`src/bms_pkg.sv`:
```
package bms_pkg;

    localparam int unsigned NoteTickW   = 10;
    localparam int unsigned RepeatW     = 16;
    localparam int unsigned PulseW      = 16;
    localparam int unsigned ReloadW     = 12;
    localparam int unsigned ElapsedW    = 8;
    localparam int unsigned NoteIdxW    = 3;
    localparam int unsigned TuneW       = 2;
    localparam int unsigned CfgIndexW   = 2;
    localparam int unsigned CfgDataW    = 16;
    localparam int unsigned InDataW     = 8;
    localparam int unsigned OutDataW    = 32;

    localparam logic [NoteTickW-1:0] NoteTickReset   = 10'd125;
    localparam logic [RepeatW-1:0]   RepeatReset     = 16'd5000;
    localparam logic [PulseW-1:0]    PulseReset      = 16'd100;

    typedef enum logic [1:0] {
        CMD_TICK = 2'd0,
        CMD_PLAY = 2'd1,
        CMD_STOP = 2'd2
    } cmd_t;

    typedef enum logic [CfgIndexW-1:0] {
        CFG_NOTE_TICK   = 2'd0,
        CFG_REPEAT      = 2'd1,
        CFG_PULSE_WIDTH = 2'd2
    } cfg_index_t;

    typedef struct packed {
        logic [NoteTickW-1:0] note_tick_ms;
        logic [RepeatW-1:0]   repeat_period_ms;
        logic [PulseW-1:0]    pulse_width_us;
    } bms_cfg_t;

    typedef struct packed {
        logic                 tick_gen_enabled;
        logic [NoteTickW-1:0] tick_countdown;
        logic                 tick_pending;
        logic                 repeat_gen_enabled;
        logic [RepeatW-1:0]   repeat_countdown;
        logic                 repeat_pending;
        logic                 play_active;
        logic                 repeat_mode;
        logic [TuneW-1:0]     current_tune;
        logic [NoteIdxW-1:0]  note_index;
        logic [ElapsedW-1:0]  note_elapsed;
        logic [ReloadW-1:0]   current_reload;
        logic [PulseW-1:0]    compare_latch;
    } bms_state_t;

    // Tunes: 0 power heat, 1 heat, 2 warm, 3 stop.
    function automatic logic [ReloadW-1:0] tune_reload(input logic [TuneW-1:0] t,
                                                       input logic [NoteIdxW-1:0] i);
        logic [ReloadW-1:0] r;
        r = '0;
        unique case (t)
            2'd0: unique case (i)
                3'd0:    r = 12'd2400;
                3'd1:    r = 12'd1200;
                default: r = '0;
            endcase
            2'd1: unique case (i)
                3'd0:    r = 12'd1912;
                3'd1:    r = 12'd1703;
                3'd2:    r = 12'd1517;
                default: r = '0;
            endcase
            2'd2: unique case (i)
                3'd0:    r = 12'd1517;
                3'd1:    r = 12'd1703;
                3'd2:    r = 12'd1912;
                default: r = '0;
            endcase
            default: unique case (i)
                3'd0:    r = 12'd1517;
                3'd1:    r = 12'd1703;
                3'd2:    r = 12'd1912;
                3'd3:    r = 12'd1703;
                3'd4:    r = 12'd1912;
                default: r = '0;
            endcase
        endcase
        return r;
    endfunction

    function automatic logic [ElapsedW-1:0] tune_dur(input logic [TuneW-1:0] t,
                                                     input logic [NoteIdxW-1:0] i);
        logic [ElapsedW-1:0] d;
        d = '0;
        unique case (t)
            2'd0: unique case (i)
                3'd0:    d = 8'd1;
                3'd1:    d = 8'd2;
                default: d = '0;
            endcase
            2'd1: unique case (i)
                3'd0:    d = 8'd2;
                3'd1:    d = 8'd1;
                3'd2:    d = 8'd2;
                default: d = '0;
            endcase
            2'd2: unique case (i)
                3'd0:    d = 8'd2;
                3'd1:    d = 8'd1;
                3'd2:    d = 8'd6;
                default: d = '0;
            endcase
            default: unique case (i)
                3'd0:    d = 8'd2;
                3'd1:    d = 8'd1;
                3'd2:    d = 8'd2;
                3'd3:    d = 8'd1;
                3'd4:    d = 8'd6;
                default: d = '0;
            endcase
        endcase
        return d;
    endfunction

    function automatic logic [NoteIdxW:0] tune_len(input logic [TuneW-1:0] t);
        logic [NoteIdxW:0] n;
        unique case (t)
            2'd0:    n = 4'd2;
            2'd1:    n = 4'd3;
            2'd2:    n = 4'd3;
            default: n = 4'd5;
        endcase
        return n;
    endfunction

    function automatic logic tune_repeats(input logic [TuneW-1:0] t);
        return (t == 2'd0) || (t == 2'd1);
    endfunction

endpackage

```
`src/bms_core.sv`:
```
module bms_core (
    input  logic                                clk,
    input  logic                                rst_n,
    input  logic                                en,
    input  logic [1:0]                          cmd,
    input  logic [bms_pkg::TuneW-1:0]           tune,
    input  bms_pkg::bms_cfg_t                   cfg,
    output bms_pkg::bms_state_t                 state_next
);

    bms_pkg::bms_state_t state_reg;

    function automatic bms_pkg::bms_state_t start_play(input bms_pkg::bms_state_t s,
                                                      input bms_pkg::bms_cfg_t c);
        bms_pkg::bms_state_t r;
        r = s;
        r.play_active      = 1'b1;
        r.note_index       = '0;
        r.tick_gen_enabled = 1'b1;
        r.tick_countdown   = c.note_tick_ms;
        r.compare_latch    = c.pulse_width_us;
        r.current_reload   = bms_pkg::tune_reload(s.current_tune, '0);
        return r;
    endfunction

    function automatic bms_pkg::bms_state_t end_play(input bms_pkg::bms_state_t s,
                                                    input bms_pkg::bms_cfg_t c,
                                                    input logic forced);
        bms_pkg::bms_state_t r;
        r = s;
        r.play_active      = 1'b0;
        r.note_index       = '0;
        r.note_elapsed     = '0;
        r.tick_pending     = 1'b0;
        r.tick_gen_enabled = 1'b0;
        if (!forced && s.repeat_mode)
        begin
            r.repeat_gen_enabled = 1'b1;
            r.repeat_countdown   = c.repeat_period_ms;
        end
        return r;
    endfunction

    always_comb
    begin
        bms_pkg::bms_state_t    n;
        logic [bms_pkg::ElapsedW-1:0] dur;
        logic [bms_pkg::NoteIdxW:0]   idx_inc;
        n       = state_reg;
        dur     = '0;
        idx_inc = '0;
        if (en)
        begin
            unique case (cmd)
                bms_pkg::CMD_TICK:
                begin
                    if (n.tick_gen_enabled)
                    begin
                        if (n.tick_countdown <= 10'd1)
                        begin
                            n.tick_pending   = 1'b1;
                            n.tick_countdown = cfg.note_tick_ms;
                        end
                        else
                        begin
                            n.tick_countdown = n.tick_countdown - 10'd1;
                        end
                    end
                    if (n.repeat_gen_enabled)
                    begin
                        if (n.repeat_countdown <= 16'd1)
                        begin
                            n.repeat_pending   = 1'b1;
                            n.repeat_countdown = cfg.repeat_period_ms;
                        end
                        else
                        begin
                            n.repeat_countdown = n.repeat_countdown - 16'd1;
                        end
                    end
                    // A restart wins over a note tick; the tick waits for the next word.
                    if (n.repeat_pending)
                    begin
                        n.repeat_pending = 1'b0;
                        n = start_play(n, cfg);
                    end
                    else if (n.tick_pending)
                    begin
                        n.tick_pending = 1'b0;
                        if (n.play_active)
                        begin
                            n.note_elapsed = n.note_elapsed + 8'd1;
                            dur = bms_pkg::tune_dur(n.current_tune, n.note_index);
                            if (!(dur > n.note_elapsed))
                            begin
                                idx_inc = {1'b0, n.note_index} + 4'd1;
                                if (idx_inc >= bms_pkg::tune_len(n.current_tune))
                                begin
                                    n = end_play(n, cfg, 1'b0);
                                end
                                else
                                begin
                                    n.note_index     = idx_inc[bms_pkg::NoteIdxW-1:0];
                                    n.note_elapsed   = '0;
                                    n.current_reload = bms_pkg::tune_reload(
                                        n.current_tune, idx_inc[bms_pkg::NoteIdxW-1:0]);
                                end
                            end
                        end
                    end
                end
                bms_pkg::CMD_PLAY:
                begin
                    n.current_tune = tune;
                    n.repeat_mode  = bms_pkg::tune_repeats(tune);
                    n = start_play(n, cfg);
                end
                bms_pkg::CMD_STOP:
                begin
                    n = end_play(n, cfg, 1'b1);
                end
                default:
                begin
                end
            endcase
        end
        state_next = n;
    end

    always_ff @(posedge clk or negedge rst_n)
    begin
        if (!rst_n)
        begin
            state_reg <= '0;
        end
        else
        begin
            state_reg <= state_next;
        end
    end

endmodule

```
`src/buzzer_melody_sequencer.sv`:
```
// Buzzer melody sequencer. Each input word is a command (a one millisecond tick,
// play a tune, or force stop) and produces exactly one output word carrying the
// buzzer enable, the reload count of the current note, the latched pulse width
// and the playing flag as they stand after that command. A word is registered on
// input, processed combinationally by the note and repeat timers and registered
// again on output, so one word per clock is sustained while the result stream is not
// stalled; the input register can take a new word while a result still waits to be
// taken. Configuration writes take effect at once and should be made while idle.
module buzzer_melody_sequencer (
    input  logic                               clk,
    input  logic                               rst_n,
    // Configuration
    input  logic                               cfg_wr_en,
    input  logic [bms_pkg::CfgIndexW-1:0]      cfg_index,
    input  logic [bms_pkg::CfgDataW-1:0]       cfg_data,
    // Command stream
    input  logic                               s_tvalid,
    output logic                               s_tready,
    input  logic [bms_pkg::InDataW-1:0]        s_tdata,   // cmd[1:0], tune[3:2]
    // Result stream
    output logic                               m_tvalid,
    input  logic                               m_tready,
    output logic [bms_pkg::OutDataW-1:0]       m_tdata    // buzzer_on[0], reload_count[12:1],
                                                          // pulse_width[28:13], playing[29]
);

    bms_pkg::bms_cfg_t   cfg_reg;
    bms_pkg::bms_state_t state_next;

    logic                          in_valid_reg;
    logic [1:0]                    cmd_reg;
    logic [bms_pkg::TuneW-1:0]     tune_reg;
    logic                          out_valid_reg;
    logic [bms_pkg::OutDataW-1:0]  out_data_reg;
    logic [bms_pkg::OutDataW-1:0]  out_data_next;
    logic                          advance;
    logic                          in_accept;

    assign advance   = in_valid_reg && (!out_valid_reg || m_tready);
    assign s_tready  = !in_valid_reg || advance;
    assign in_accept = s_tvalid && s_tready;

    always_ff @(posedge clk or negedge rst_n)
    begin
        if (!rst_n)
        begin
            cfg_reg.note_tick_ms     <= bms_pkg::NoteTickReset;
            cfg_reg.repeat_period_ms <= bms_pkg::RepeatReset;
            cfg_reg.pulse_width_us   <= bms_pkg::PulseReset;
        end
        else if (cfg_wr_en)
        begin
            unique case (cfg_index)
                bms_pkg::CFG_NOTE_TICK:
                    cfg_reg.note_tick_ms <= cfg_data[bms_pkg::NoteTickW-1:0];
                bms_pkg::CFG_REPEAT:
                    cfg_reg.repeat_period_ms <= cfg_data;
                bms_pkg::CFG_PULSE_WIDTH:
                    cfg_reg.pulse_width_us <= cfg_data;
                default:
                begin
                end
            endcase
        end
    end

    always_ff @(posedge clk or negedge rst_n)
    begin
        if (!rst_n)
        begin
            in_valid_reg <= 1'b0;
        end
        else
        begin
            in_valid_reg <= in_accept || (in_valid_reg && !advance);
        end
    end

    always_ff @(posedge clk)
    begin
        if (in_accept)
        begin
            cmd_reg  <= s_tdata[1:0];
            tune_reg <= s_tdata[3:2];
        end
    end

    bms_core u_core (
        .clk        (clk),
        .rst_n      (rst_n),
        .en         (advance),
        .cmd        (cmd_reg),
        .tune       (tune_reg),
        .cfg        (cfg_reg),
        .state_next (state_next)
    );

    assign out_data_next = {2'b00,
                            state_next.play_active,
                            state_next.compare_latch,
                            state_next.current_reload,
                            state_next.play_active};

    always_ff @(posedge clk or negedge rst_n)
    begin
        if (!rst_n)
        begin
            out_valid_reg <= 1'b0;
        end
        else
        begin
            out_valid_reg <= advance || (out_valid_reg && !m_tready);
        end
    end

    always_ff @(posedge clk)
    begin
        if (advance)
        begin
            out_data_reg <= out_data_next;
        end
    end

    assign m_tvalid = out_valid_reg;
    assign m_tdata  = out_data_reg;

endmodule

```
`config.mk`:
```
export PLATFORM = sky130hd
export DESIGN_NAME = buzzer_melody_sequencer
export DESIGN_NICKNAME = d
export VERILOG_FILES = /design/src/bms_pkg.sv /design/src/bms_core.sv /design/src/buzzer_melody_sequencer.sv
export SDC_FILE = /design/constraint.sdc
export NUM_CORES = 1
export LEC_CHECK = 0
export BUFFER_PORTS_ARGS = -buffer_cell sky130_fd_sc_hd__buf_2
export CAP_MARGIN = 5
export CORE_MARGIN = 2
export CORE_UTILIZATION = 45
export DETAILED_ROUTE_END_ITERATION = 10
export PLACE_DENSITY = 0.73
export SYNTH_ARGS = -nofsm -noshare
export SYNTH_HDL_FRONTEND = slang
export SYNTH_HIERARCHICAL = 1
export SYNTH_SLANG_ARGS = --single-unit
```
`constraint.sdc`:
```
create_clock -name clk -period 2.89 [get_ports clk]
set_input_delay 0.289 -clock clk [delete_from_list [all_inputs] [get_ports clk]]
set_output_delay 0.289 -clock clk [all_outputs]
set_load 0.05 [all_outputs]
```
# After elaboration in Yosys (flattened, before gate mapping)

Cells that the tools add are included.

Add/sub/neg operators: 4
Magnitude comparators: 4
Reduce and logical (&&, ||, !) cells: 38
Muxes and demuxes: 43
Bitwise operators: 5
Eq/ne operators: 22

Operator list:

| operator                | number |
|---|---|
| $mux W73                | 4 |
| $pmux W73 S3            | 1 |
| $pmux W11 S3            | 3 |
| $pmux W12 S2            | 3 |
| $mux W17                | 4 |
| $mux W43                | 1 |
| $mux W8                 | 5 |
| $pmux W12 S3            | 1 |
| $mux W34                | 1 |
| $mux W11                | 3 |
| $mux W4                 | 6 |
| $pmux W8 S3             | 1 |
| $mux W23                | 1 |
| $pmux W3 S3             | 2 |
| $le A16 B1 Y1 const B   | 1 |
| $mux W16                | 1 |
| $sub A16 B1 Y16 const B | 1 |
| $eq A3 B2 Y1 const B    | 4 |
| $reduce_and A6 Y1       | 2 |
| $le A10 B1 Y1 const B   | 1 |
| $mux W10                | 1 |
| $reduce_and A10 Y1      | 1 |
| $reduce_or A2 Y1        | 5 |
| $sub A10 B1 Y10 const B | 1 |
| 27 further kinds        | 62 |

Bits in registers: 151
Word-level logic and storage cells: 137
Input bits: 31

# Longest topological paths before layout

Gate-level depths: netlist (run 1).

Depth after elaboration: 24
Depth in mapped cells: 13
Gate-level depth less buffers: 12

# Hierarchy

Netlist (run 1), hierarchy kept.

By module, submodules not included:

| module                  | seq. area each (um^2) | cells each | times used | area each (um^2) |
|---|---|---|---|---|
| bms_core                | 1826.8                | 573        | 1          | 4986.0 |
| buzzer_melody_sequencer | 2109.5                | 135        | 1          | 2808.9 |

# Least setup slack after synthesis (run 1)

No wires, ideal clock.

Path kind: reg2reg
From: register out_valid_reg (netlist: m_tvalid)
To: register out_data_reg, in the netlist m_tdata[6], data pin
Setup time: 0.265 ns
Data required time: 2.625 ns
Path buffers: 0
Setup slack: -0.353 ns
Cell stages (with the launch flop): 7
Clock period less this slack: 3.243 ns
Arrival time: 2.978 ns
Cells stage by stage: dfrtp_1 nand2b_1 and2_1 nand2_1 a211oi_1 nand2_1 o32a_1

RTL lines:

| element                | line                           | RTL |
|---|---|---|
| start, declared        | buzzer_melody_sequencer.sv:33  | `logic out_valid_reg;` |
| start signal, assigned | buzzer_melody_sequencer.sv:112 | `out_valid_reg <= advance \|\| (out_valid_reg && !m_tready);` |
| end signal, assigned   | buzzer_melody_sequencer.sv:120 | `out_data_reg <= out_data_next;` |
| end, declared          | buzzer_melody_sequencer.sv:34  | `logic [bms_pkg::OutDataW-1:0] out_data_reg;` |

==> results of run 1 <==
## synthesized netlist by cell type (6+ instances only)
| cell | number |
|---|---|
| dfrtp_1 | 103 |
| nand2_1 | 51 |
| o21ai_0 | 45 |
| mux2_2 | 41 |
| a21oi_1 | 36 |
| nor2_1 | 36 |
| edfxtp_1 | 33 |
| clkbuf_1 | 27 |
| inv_1 | 25 |
| mux2_4 | 20 |
| nor3_1 | 18 |
| ha_1 | 17 |
| nand3_1 | 16 |
| dfstp_2 | 14 |
| nand4_1 | 13 |
| nor4_1 | 13 |
| nand2b_1 | 11 |
| nor2b_1 | 10 |
| o31ai_1 | 9 |
| a21o_1 | 8 |
| a31oi_1 | 8 |
| o22ai_1 | 8 |
| a22oi_1 | 7 |
| and3_1 | 7 |
| a211oi_1 | 6 |
| and2_1 | 6 |
| buf_6 | 6 |
| or2_2 | 6 |
| or3_1 | 6 |
| or4_1 | 6 |
## worst reg2reg max path: stages (launching register included)
cell and delay, ps:
dfrtp_2 470, ha_1 230, buf_4 150, a22o_1 190, a21oi_2 170, ha_2 220
nor2b_4 40, o21a_1 180, o21a_4 270, a21boi_4 230, nand2_2 120, o32a_1 360
## worst paths after layout
kind | slack [ps] | depth (start not counted) | startpoint | end
worst max register to register | 30 | 11 | u_core/state_reg[36] | m_tdata[9]
worst min-delay path | 30 | 1 | s_tdata[2] | tune_reg[0]
worst max-delay path | 30 | 11 | u_core/state_reg[36] | m_tdata[9]
worst min register to register | 480 | 1 | u_core/state_reg[18] | u_core/state_reg[18]
max in group asynchronous | 1710 | 3 | rst_n | cfg_reg[36]
min in group asynchronous | 340 | 2 | rst_n | u_core/state_reg[13]
## logic make-up after synthesis
| logic type | after synthesis | share of synthesized area, % |
|---|---|---|
| simple gates | 219 | 15.28 |
| flops | 150 | 50.50 |
| compound gates | 190 | 16.93 |
| buf+inv | 65 | 3.933 |
| other cells | 1 | 0.04811 |
| mux | 66 | 10.58 |
| fa+ha+maj | 17 | 2.729 |
## timing repair
| item | CTS | global route |
|---|---|---|
| endpoints found under the setup margin | 19 | 39 |
| hold endpoints to repair | 27 | 0 |
| cloned | 0 | 1 |
| resized for setup | 5 | 34 |
| pin swaps | 2 | 17 |
| buffers inserted | 2 | 2 |
| hold buffers | 1 | 0 |
## report_power, final
group / switching [uW] / total (uW) / internal, uW
clock: 920 / 2220 / 1300
sequential: 226 / 2840 / 2610
combinational: 849 / 1420 / 572
total: 1990 / 6480 / 4490
## metal layers
layer / wire, microns / vias up
li1: - / 2895
met1: 8521 / 3079
met2: 9374 / 226
met3: 956 / 44
met4: 445 / 0
met5: 0 / -
## layout make-up
| class | count | area (sq um) |
|---|---|---|
| clock buffer | 19 | 442.9 |
| timing repair buffer | 131 | 927.1 |
| sequential | 150 | 3939 |
| tap | 225 | 281.5 |
| clock inverter | 13 | 145.1 |
| multi-input combinational | 494 | 3724 |
| inverter | 25 | 96.34 |
| fill | 1442 | 7561 |
## metrics by stage
stage / instances / total power [uW]
after floorplan: 709 / 3785
after global placement: 1019 / 4186
after detailed placement: 1019 / 4231
after CTS: 1054 / 6478
after global routing: 1057 / 6762
final: 1057 / 6481
==> metrics.csv, run 1 <==
stage,metric,value,unit
timing,setup violators final,0,
clock_tree,TritonCTS clock tree,yes,
cells_and_area,share of layout cells above drive strength 1,34.50,%
worst_setup_path,"Largest delay share family, worst path",compound AO/OA/AOI/OAI gates,
clock_tree,htree depth,4,
grt,met2 Resource Use GR,34.90,%
placed_design,routability cong.,0.9024,
timing,relative slew slack,44.24,%
clock_tree,clock root buffer,clkbuf_16,
worst_setup_path,max incr delay on CP,470,ps
logic_synthesis,"Primary FF master, synth",dfrtp_1,
timing,final setup skew,13.16,ps
worst_setup_path,Setup Crit Path Kind,flip-flop to flip-flop,
power_and_ir_drop,Pwr per Cell Area,678.2,nW/um^2
grt,Most Crowded Layer GR,met2,
worst_setup_path,CP Cell Sequence,ha_1 -> buf_4 -> a22o_1 -> a21oi_2 -> ha_2 -> nor2b_4 -> o21a_1 -> o21a_4 -> a21boi_4 -> nand2_2 -> o32a_1,
logic_synthesis,dominant cell type by area after synthesis,dfrtp_1,
floorplanning,Die Y,135.6,microns
outcome,outcome,finished clean,
detailed_routing,DRT antenna net count,0,
detailed_routing,DRC errors left,0,
flow_run,Max Cap Viol,0,
cells_and_area,most frequent cells in the layout,"101 x dfrtp_1, 66 x buf_4, 57 x buf_2",
logic_synthesis,Post-synth EDFFs,33,
logic_synthesis,Ys Warns,6,
logic_synthesis,synthesized netlist cell count,708,
cells_and_area,Final nets,867,
floorplanning,CORE AREA,17120,sq um
logic_synthesis,Synth top area share,33.07,%
logic_synthesis,synth top area cells,"dfrtp_1 33%, edfxtp_1 13%, mux2_2 5.9%",
floorplanning,row cnt,48,
cells_and_area,Synth-to-Final Area Change,22.58,%
logic_synthesis,sequential share of the synthesized area,50.50,%
cells_and_area,Post-Layout Inst Area,9555,sq um
detailed_routing,drt via density,5.907,
floorplanning,Initial Util,45.54,%
floorplanning,Die W,135.6,microns
grt,initial antenna violation count,0,
placed_design,placed wire-length estimate,13290,microns
worst_setup_path,WP data arrival,3030,ps
logic_synthesis,syn_area_per_cell,11.01,sq um
cells_and_area,"commonest non-fill, non-tap cell in the layout",dfrtp_1,
detailed_routing,DRT Pass-1 Iters,5,
placed_design,Port Buffers,58,
clock_tree,maximum clock path buffer count,2,
logic_synthesis,synthesized area,7795,sq um
min_path,worst min-delay path category,input port to flip-flop,
clock_tree,CTS Sinks,150,
detailed_routing,number of DRC markers in iteration 0,562,
grt,GRT Util Overall,21.59,%
grt,met1 Use GR,29.22,%
timing,final hold vios,0,
cells_and_area,max reg flops,73,
grt,largest net degree at the start of global routing,55,
power_and_ir_drop,Leakage Power,0.004132,uW
cells_and_area,antenna cells,0,
grt,GRT overflow,0,
floorplanning,Total Die Area,18390,sq um
timing,period utilization,98.97,%
timing,Hold Slack,32.74,ps
detailed_routing,total length of routed wires,19300,microns
logic_synthesis,Post-synth ARST share,78.00,%
grt,first-pass GRT wire length,30950,microns
worst_setup_path,crit path max fanout,5,
clock_tree,Num CTS Buffers,17,
timing,"Slew Viols, Final",0,
worst_setup_path,crit start category,flip-flop,
worst_setup_path,CP required,3060,ps
detailed_routing,Routed WL per cell,18.26,microns
grt,GR Layer Usage met3,3.479,%
worst_setup_path,Buffers & Inverters on Critical Path,1,
timing,post-route setup TNS,0,ps
clock_tree,worst skew pair latency,440,ps
worst_setup_path,Slowest cell on crit path,dfrtp_2,
logic_synthesis,register bit total from synthesis,150,
power_and_ir_drop,Worst VDD drop,0.5156,mV
timing,Final min period,2860,ps
grt,vias in the first global route,5969,
floorplanning,# IOs,65,
timing,unrepaired setup endpoints after global routing,yes,
timing,Worst Tran Pin Value,832.8,ps
cells_and_area,final core occ,55.83,%
clock_tree,clock-pin slew on the worst setup and hold paths,60,ps
logic_synthesis,Yosys cell types,80,
timing,Setup WS post-layout,29.90,ps
placed_design,pre-CTS WS,-68.66,ps
timing,Fmax,349.6,MHz
worst_setup_path,CP Capture Type,flip-flop,
placed_design,Post-DP Area,8742,sq um
detailed_routing,vias post-DR,6244,
Power figures use the tool's default switching activity.
==> inputs of run 2 (changes only) <==
--- a/config.mk
+++ b/config.mk
@@ -13,5 +13,4 @@
 export PLACE_DENSITY = 0.73
 export SYNTH_ARGS = -nofsm -noshare
 export SYNTH_HDL_FRONTEND = slang
-export SYNTH_HIERARCHICAL = 1
 export SYNTH_SLANG_ARGS = --single-unit
==> metrics.csv, run 2 <==
stage,metric,value,unit,change
cells_and_area,"commonest non-fill, non-tap cell in the layout",dfrtp_1,,
worst_setup_path,CP required,3050,ps,about the same
outcome,outcome,finished with violations,,
placed_design,Post-Place Cells,939,,-7.9%
clock_tree,clock-pin slew on the worst setup and hold paths,60,ps,about the same
worst_setup_path,Setup Crit Path Kind,flip-flop to flip-flop,,
cells_and_area,fillcell total,1349,,-6.4%
timing,"Slew Viols, Final",0,,unchanged
floorplanning,Total Die Area,17350,sq um,-5.7%
logic_synthesis,Synth top area share,34.78,%,+1.7 points
grt,first-pass GRT wire length,29310,microns,-5.3%
flow_run,Max Cap Viol,0,,unchanged
floorplanning,row cnt,46,,-4.2%
logic_synthesis,dominant cell type by area after synthesis,dfrtp_1,,
placed_design,Port Buffers,58,,unchanged
placed_design,routability cong.,0.8943,,-0.90%
min_path,Hold Path Origin,s_tdata[3],,
timing,final hold vios,0,,unchanged
worst_setup_path,R2R Setup Slk,-80,ps,-110 ps
detailed_routing,drt via density,5.782,,-2.1%
floorplanning,Die W,131.7,microns,-2.9%
worst_setup_path,WP data arrival,3140,ps,+110 ps
min_path,worst min-delay path category,input port to flip-flop,,
worst_setup_path,CP Capture Type,flip-flop,,
timing,Setup WS post-layout,-84.36,ps,-114.3 ps
grt,GRT overflow,0,,unchanged
placed_design,Post-DP Area,8237,sq um,-5.8%
clock_tree,CTS Sinks,149,,-0.67%
floorplanning,Die Y,131.7,microns,-2.9%
cells_and_area,antenna cells,0,,unchanged
worst_setup_path,reg2reg start,u_core.state_reg[36],,
cells_and_area,max reg flops,72,,-1.4%
logic_synthesis,Ys Warns,0,,-6
clock_tree,htree depth,4,,unchanged
cells_and_area,Post-Layout Inst Area,9308,sq um,-2.6%
grt,vias in the first global route,5773,,-3.3%
clock_tree,TritonCTS clock tree,yes,,
detailed_routing,DRC errors left,0,,unchanged
cells_and_area,share of layout cells above drive strength 1,38.97,%,+4.5 points
cells_and_area,area occupied by multi-input gates,3503,sq um,-5.9%
cells_and_area,most frequent cells in the layout,"99 x dfrtp_1, 61 x mux2_2, 57 x buf_2",,
outcome,violated checks,setup timing,,
timing,Fmax,336.2,MHz,-3.8%
detailed_routing,total length of routed wires,18090,microns,-6.3%
logic_synthesis,Post-synth ARST share,77.85,%,-0.15 points
clock_tree,clock root buffer,clkbuf_16,,
logic_synthesis,synth top area cells,"dfrtp_1 35%, edfxtp_1 14%, mux2_2 9.4%",,
timing,period utilization,102.9,%,+4.0 points
logic_synthesis,Commonest cells post-synth,"102 x dfrtp_1, 61 x mux2_2, 41 x nand2_1",,
logic_synthesis,sequential share of the synthesized area,53.29,%,+2.8 points
worst_setup_path,crit path max fanout,6,,+1
worst_setup_path,CP Launch Point,u_core.state_reg[36],,
logic_synthesis,syn_area_per_cell,11.36,sq um,+3.2%
logic_synthesis,"Primary FF master, synth",dfrtp_1,,
placed_design,placed wire-length estimate,12220,microns,-8.0%
floorplanning,Initial Util,46.20,%,+0.66 points
grt,largest net degree at the start of global routing,64,,+16%
clock_tree,maximum clock path buffer count,2,,unchanged
grt,GRT Util Overall,21.00,%,-0.60 points
detailed_routing,Routed WL per cell,18.25,microns,about the same
detailed_routing,number of DRC markers in iteration 0,352,,-37%
timing,final setup skew,7.992,ps,-5.168 ps
grt,initial antenna violation count,0,,unchanged
logic_synthesis,register bit total from synthesis,149,,-0.67%
floorplanning,CORE AREA,15890,sq um,-7.2%
cells_and_area,Layout Cells excl Fill,991,,-6.2%
power_and_ir_drop,Pwr per Cell Area,744.0,nW/um^2,+9.7%
clock_tree,worst skew pair latency,430,ps,about the same
clock_tree,Num CTS Buffers,17,,unchanged
worst_setup_path,crit start category,flip-flop,,
power_and_ir_drop,Leakage Power,0.003838,uW,-7.1%
logic_synthesis,synthesized area,7340,sq um,-5.8%
timing,Final min period,2974,ps,+114.3 ps
power_and_ir_drop,Worst VDD drop,0.5436,mV,+5.4%
logic_synthesis,Yosys cell types,78,,-2.5%
timing,unrepaired setup endpoints after global routing,yes,,
logic_synthesis,Post-synth EDFFs,33,,unchanged
cells_and_area,Synth-to-Final Area Change,26.82,%,
floorplanning,# IOs,65,,unchanged
logic_synthesis,synthesized netlist cell count,646,,-8.8%
cells_and_area,Final nets,810,,-6.6%
cells_and_area,storage element area,3915,sq um,-0.60%
logic_synthesis,"count leader, synth",dfrtp_1,,
detailed_routing,DRT Pass-1 Iters,5,,unchanged
timing,relative slew slack,39.75,%,-4.5 points
detailed_routing,DRT antenna net count,0,,unchanged
detailed_routing,vias post-DR,5730,,-8.2%
timing,Worst Tran Pin Value,895.5,ps,+62.69 ps
timing,setup violators final,19,,+19
-- run 2: cell types whose count changed after synthesis, sizes merged, moves of 8 or more --
cell,previous run,this run
nand3,16,33
mux2i,4,14
clkbuf,27,15
nand2,51,41
nand4,13,5
o21ai,49,33
-- run 2: repair_timing --
item,CTS,global route
cloned,0,2
hold endpoints to repair,51,0
endpoints found under the setup margin,34,50
setup buffers,1,16
pin swaps,3,31
resized for setup,15,54
hold buffers,1,0
-- run 2: cell families after synthesis --
group                      after synthesis  share of synthesized area (%)
and+or+nand+nor                        182                          13.26
AOI/OAI and AO/OA                      160                          15.17
DFF                                    149                          53.29
muxes                                   75                          11.27
buffers and inverters                   60                          3.818
adders and majority gates               17                          2.898
xor gates and xnor gates                 2                         0.2387
other                                    1                        0.05109
-- run 2: final cells by class --
| cell class | count | share of cell area, % |
|---|---|---|
| tap | 216 | 2.904 |
| clock buffer | 17 | 4.571 |
| timing repair buffer | 125 | 9.759 |
| inverter | 31 | 1.331 |
| sequential | 149 | 42.06 |
| clock inverter | 15 | 1.734 |
| multi-input combinational | 438 | 37.64 |
-- run 2: power breakdown --
part | leakage (uW) | switching [uW] | internal, uW
Sequential | 0.00166 | 220 | 2610
Combinational | 0.00190 | 1120 | 780
Clock | 0.000284 | 968 | 1220
-- run 2: final timing paths --
| path | depth (start not counted) | endpoint |
|---|---|---|
| worst max-delay path | 14 | m_tdata[2] |
| worst min-delay path | 1 | tune_reg[1] |
| worst max register to register | 14 | m_tdata[2] |
| worst min register to register | 1 | u_core.state_reg[14] |
| max in group asynchronous | 3 | cfg_reg[35] |
| min in group asynchronous | 2 | u_core.state_reg[24] |
-- run 2: per-stage QoR --
step	setup slack, ps	power, uW	utilization (%)	hold WS [ps]	TNS [ps]
floorplan	-120.8	3985	-	-6.591	-1027
global placement	-83.71	4464	51.85	383.2	-341.2
detailed placement	-135.5	4517	51.85	395.1	-1986
CTS	-18.18	6741	56.07	21.55	-49.95
global route	-219.3	7247	58.59	29.99	-5317
finish	-84.36	6925	58.59	38.10	-577.3
-- run 2: metal layers --
layer | vias up | wire (microns) | track usage, %
met1 | 2858 | 7800 | 27.22
met5 | - | 0 | 0
met3 | 35 | 746 | 3.897
met2 | 175 | 9129 | 35.31
li1 | 2662 | - | -
met4 | 0 | 409 | 7.669
-- run 2: critical path, cell delays in order, from the launching register on --
cell,delay [ps]
dfrtp_2,440
buf_6,120
ha_4,150
nor2_2,30
o21bai_1,200
o311a_4,250
ha_4,200
nor2b_4,120
o21a_1,170
o211ai_1,190
buf_4,190
buf_6,120
nand3_4,120
a31oi_4,280
o32ai_2,120
==> inputs of run 3 (changes only) <==
--- a/config.mk
+++ b/config.mk
@@ -9,6 +9,7 @@
 export CAP_MARGIN = 5
 export CORE_MARGIN = 2
 export CORE_UTILIZATION = 45
+export CTS_BUF_LIST = sky130_fd_sc_hd__clkbuf_4
 export DETAILED_ROUTE_END_ITERATION = 10
 export PLACE_DENSITY = 0.73
 export SYNTH_ARGS = -nofsm -noshare
==> metrics.csv, run 3 (synthesis results as in run 2) <==
stage,metric,value,unit,change
cells_and_area,Synth-to-Final Area Change,25.28,%,
floorplanning,row cnt,46,,unchanged
clock_tree,Num CTS Buffers,17,,unchanged
timing,final hold vios,0,,unchanged
worst_setup_path,worst reg2reg path depth,15,,+1
floorplanning,# IOs,65,,unchanged
cells_and_area,final core occ,57.88,%,-0.71 points
timing,Setup WS post-layout,-60.47,ps,+23.89 ps
cells_and_area,Layout Cells excl Fill,1012,,+2.1%
outcome,outcome,finished with violations,,
worst_setup_path,crit path max fanout,6,,unchanged
grt,met1 Use GR,27.53,%,+0.31 points
grt,largest net degree at the start of global routing,64,,unchanged
grt,GRT overflow,0,,unchanged
timing,unrepaired setup endpoints after global routing,yes,,
clock_tree,clock-pin slew on the worst setup and hold paths,140,ps,+80 ps
detailed_routing,DRC errors left,0,,unchanged
timing,setup violators final,13,,-6
detailed_routing,DRT Pass-1 Iters,5,,unchanged
detailed_routing,drt via density,5.720,,-1.1%
grt,first-pass GRT wire length,29080,microns,-0.78%
power_and_ir_drop,Seq pwr share,46.6,%,+5.7 points
timing,"Slew Viols, Final",0,,unchanged
placed_design,routability cong.,0.8943,,unchanged
floorplanning,Die Y,131.7,microns,unchanged
cells_and_area,Final nets,831,,+2.6%
power_and_ir_drop,Pwr per Cell Area,658.2,nW/um^2,-12%
cells_and_area,share of layout cells above drive strength 1,37.81,%,-1.2 points
detailed_routing,DRT antenna net count,0,,unchanged
worst_setup_path,crit start category,flip-flop,,
power_and_ir_drop,switching share of power,36.52,%,+3.1 points
grt,met2 Resource Use GR,34.55,%,-0.76 points
placed_design,Port Buffers,58,,unchanged
clock_tree,htree depth,4,,unchanged
outcome,violated checks,setup timing,,
grt,GRT Util Overall,20.88,%,-0.12 points
floorplanning,CORE AREA,15890,sq um,unchanged
min_path,hold path depth,3,,+2
worst_setup_path,CP Capture Type,flip-flop,,
grt,initial antenna violation count,0,,unchanged
cells_and_area,antenna cells,0,,unchanged
power_and_ir_drop,Leakage Power,0.003794,uW,-1.1%
worst_setup_path,CP most frequent cell,buf_4,,
floorplanning,Initial Util,46.20,%,unchanged
timing,relative slew slack,40.64,%,+0.88 points
timing,Final min period,2950,ps,-23.89 ps
power_and_ir_drop,Worst VDD drop,0.5221,mV,-3.9%
worst_setup_path,Slowest cell on crit path,dfrtp_2,,
clock_tree,TritonCTS clock tree,yes,,
worst_setup_path,WP data arrival,3410,ps,+270 ps
detailed_routing,total length of routed wires,18150,microns,+0.35%
detailed_routing,number of DRC markers in iteration 0,396,,+13%
placed_design,placed wire-length estimate,12220,microns,unchanged
timing,final setup skew,24.33,ps,+16.34 ps
worst_setup_path,Setup Crit Path Kind,flip-flop to flip-flop,,
grt,vias in the first global route,5711,,-1.1%
power_and_ir_drop,clock power share,22.0,%,-9.7 points
timing,Worst Tran Pin Value,887.8,ps,-7.677 ps
timing,Hold Slack,37.90,ps,-0.2053 ps
clock_tree,maximum clock path buffer count,2,,unchanged
worst_setup_path,max incr delay on CP,480,ps,+40 ps
cells_and_area,fillcell total,1371,,+1.6%
cells_and_area,Post-Layout Inst Area,9195,sq um,-1.2%
power_and_ir_drop,Sw Pwr,2210,uW,-4.4%
grt,Most Crowded Layer GR,met2,,
worst_setup_path,CP Cell Sequence,clkinv_4 -> ha_4 -> buf_4 -> buf_4 -> nand3_2 -> a21boi_2 -> ha_1 -> a32oi_2 -> o211ai_1 -> buf_4 -> buf_6 -> a21oi_4 -> buf_12 -> mux2i_4 -> a22oi_2,,
power_and_ir_drop,Combinational Power Share,31.3,%,+3.8 points
floorplanning,Die W,131.7,microns,unchanged
grt,GR Layer Usage met3,4.244,%,+0.35 points
timing,Fmax,338.9,MHz,+0.81%
min_path,worst min-delay path category,input port to flip-flop,,
worst_setup_path,CP required,3350,ps,+300 ps
power_and_ir_drop,internal cell power,3842,uW,-17%
clock_tree,worst skew pair latency,580,ps,+150 ps
flow_run,Max Cap Viol,0,,unchanged
detailed_routing,Routed WL per cell,17.93,microns,-1.7%
floorplanning,Total Die Area,17350,sq um,unchanged
cells_and_area,most frequent cells in the layout,"100 x dfrtp_1, 60 x mux2_2, 57 x buf_2",,
clock_tree,clock root buffer,clkbuf_4,,
cells_and_area,"commonest non-fill, non-tap cell in the layout",dfrtp_1,,
placed_design,Post-Place Cells,939,,unchanged
clock_tree,CTS Sinks,149,,unchanged
placed_design,Post-DP Area,8237,sq um,unchanged
timing,period utilization,102.1,%,-0.83 points
detailed_routing,vias post-DR,5789,,+1.0%
cells_and_area,max reg flops,72,,unchanged
run 3: path summary, 6_finish.rpt:
kind,from,end,slack (ps)
max,u_core.state_reg[36],u_core.state_reg[51],-60
min,m_tready,m_tvalid,40
max reg2reg,u_core.state_reg[36],u_core.state_reg[51],-60
min reg2reg,u_core.state_reg[14],u_core.state_reg[14],510
max in group asynchronous,rst_n,cfg_reg[35],1750
min in group asynchronous,rst_n,u_core.state_reg[36],290
run 3: area by class of cell:
class / count / area [sq um] / area share (%)
flip-flops and latches: 149 / 3914 / 42.56
multi-input cells: 438 / 3490 / 37.95
repair buffers: 146 / 1111 / 12.08
well taps: 216 / 270.3 / 2.939
clock inverters: 15 / 161.4 / 1.755
clock buffers: 17 / 127.6 / 1.388
inverters: 31 / 121.4 / 1.320
run 3: critical path, delay by kind of cell (launching register included):
| kind | cells | cell delay (ps) |
|---|---|---|
| and+or+nand+nor | 1 | 80 |
| buffers and inverters | 6 | 850 |
| DFF | 1 | 480 |
| adders and majority gates | 2 | 490 |
| muxes | 1 | 220 |
| AOI/OAI and AO/OA | 5 | 700 |
run 3: stage by stage:
step	setup WS (ps)	TNS, ps	power (uW)
2_1_floorplan	-120.8	-1027	3985
3_3_place_gp	-83.71	-341.2	4464
3_5_place_dp	-135.5	-1986	4517
4_1_cts	-28.94	-115.6	5879
5_1_grt	-199.6	-4419	6367
6_report	-60.47	-275.3	6052
run 3: power by group through the flow:
stage | clock, uW | sequential (uW) | combinational, uW
floorplan | 0 | 3040 | 947
global placement | 0 | 2840 | 1630
detailed placement | 0 | 2850 | 1660
CTS | 1350 | 2810 | 1710
global route | 1450 | 2870 | 2050
finish | 1330 | 2820 | 1900
run 3: routing by layer:
metal / wire (microns) / vias to the layer above
met5: 0 / -
met4: 359 / 0
met3: 760 / 31
met2: 9181 / 159
met1: 7847 / 2900
li1: - / 2699
run 3: repair_timing:
item,CTS,global route
gates cloned,0,2
buffers inserted,4,13
endpoints found under the setup margin,35,52
pin swaps,5,23
hold buffers,22,0
hold endpoints to repair,97,0
resized for setup,11,54
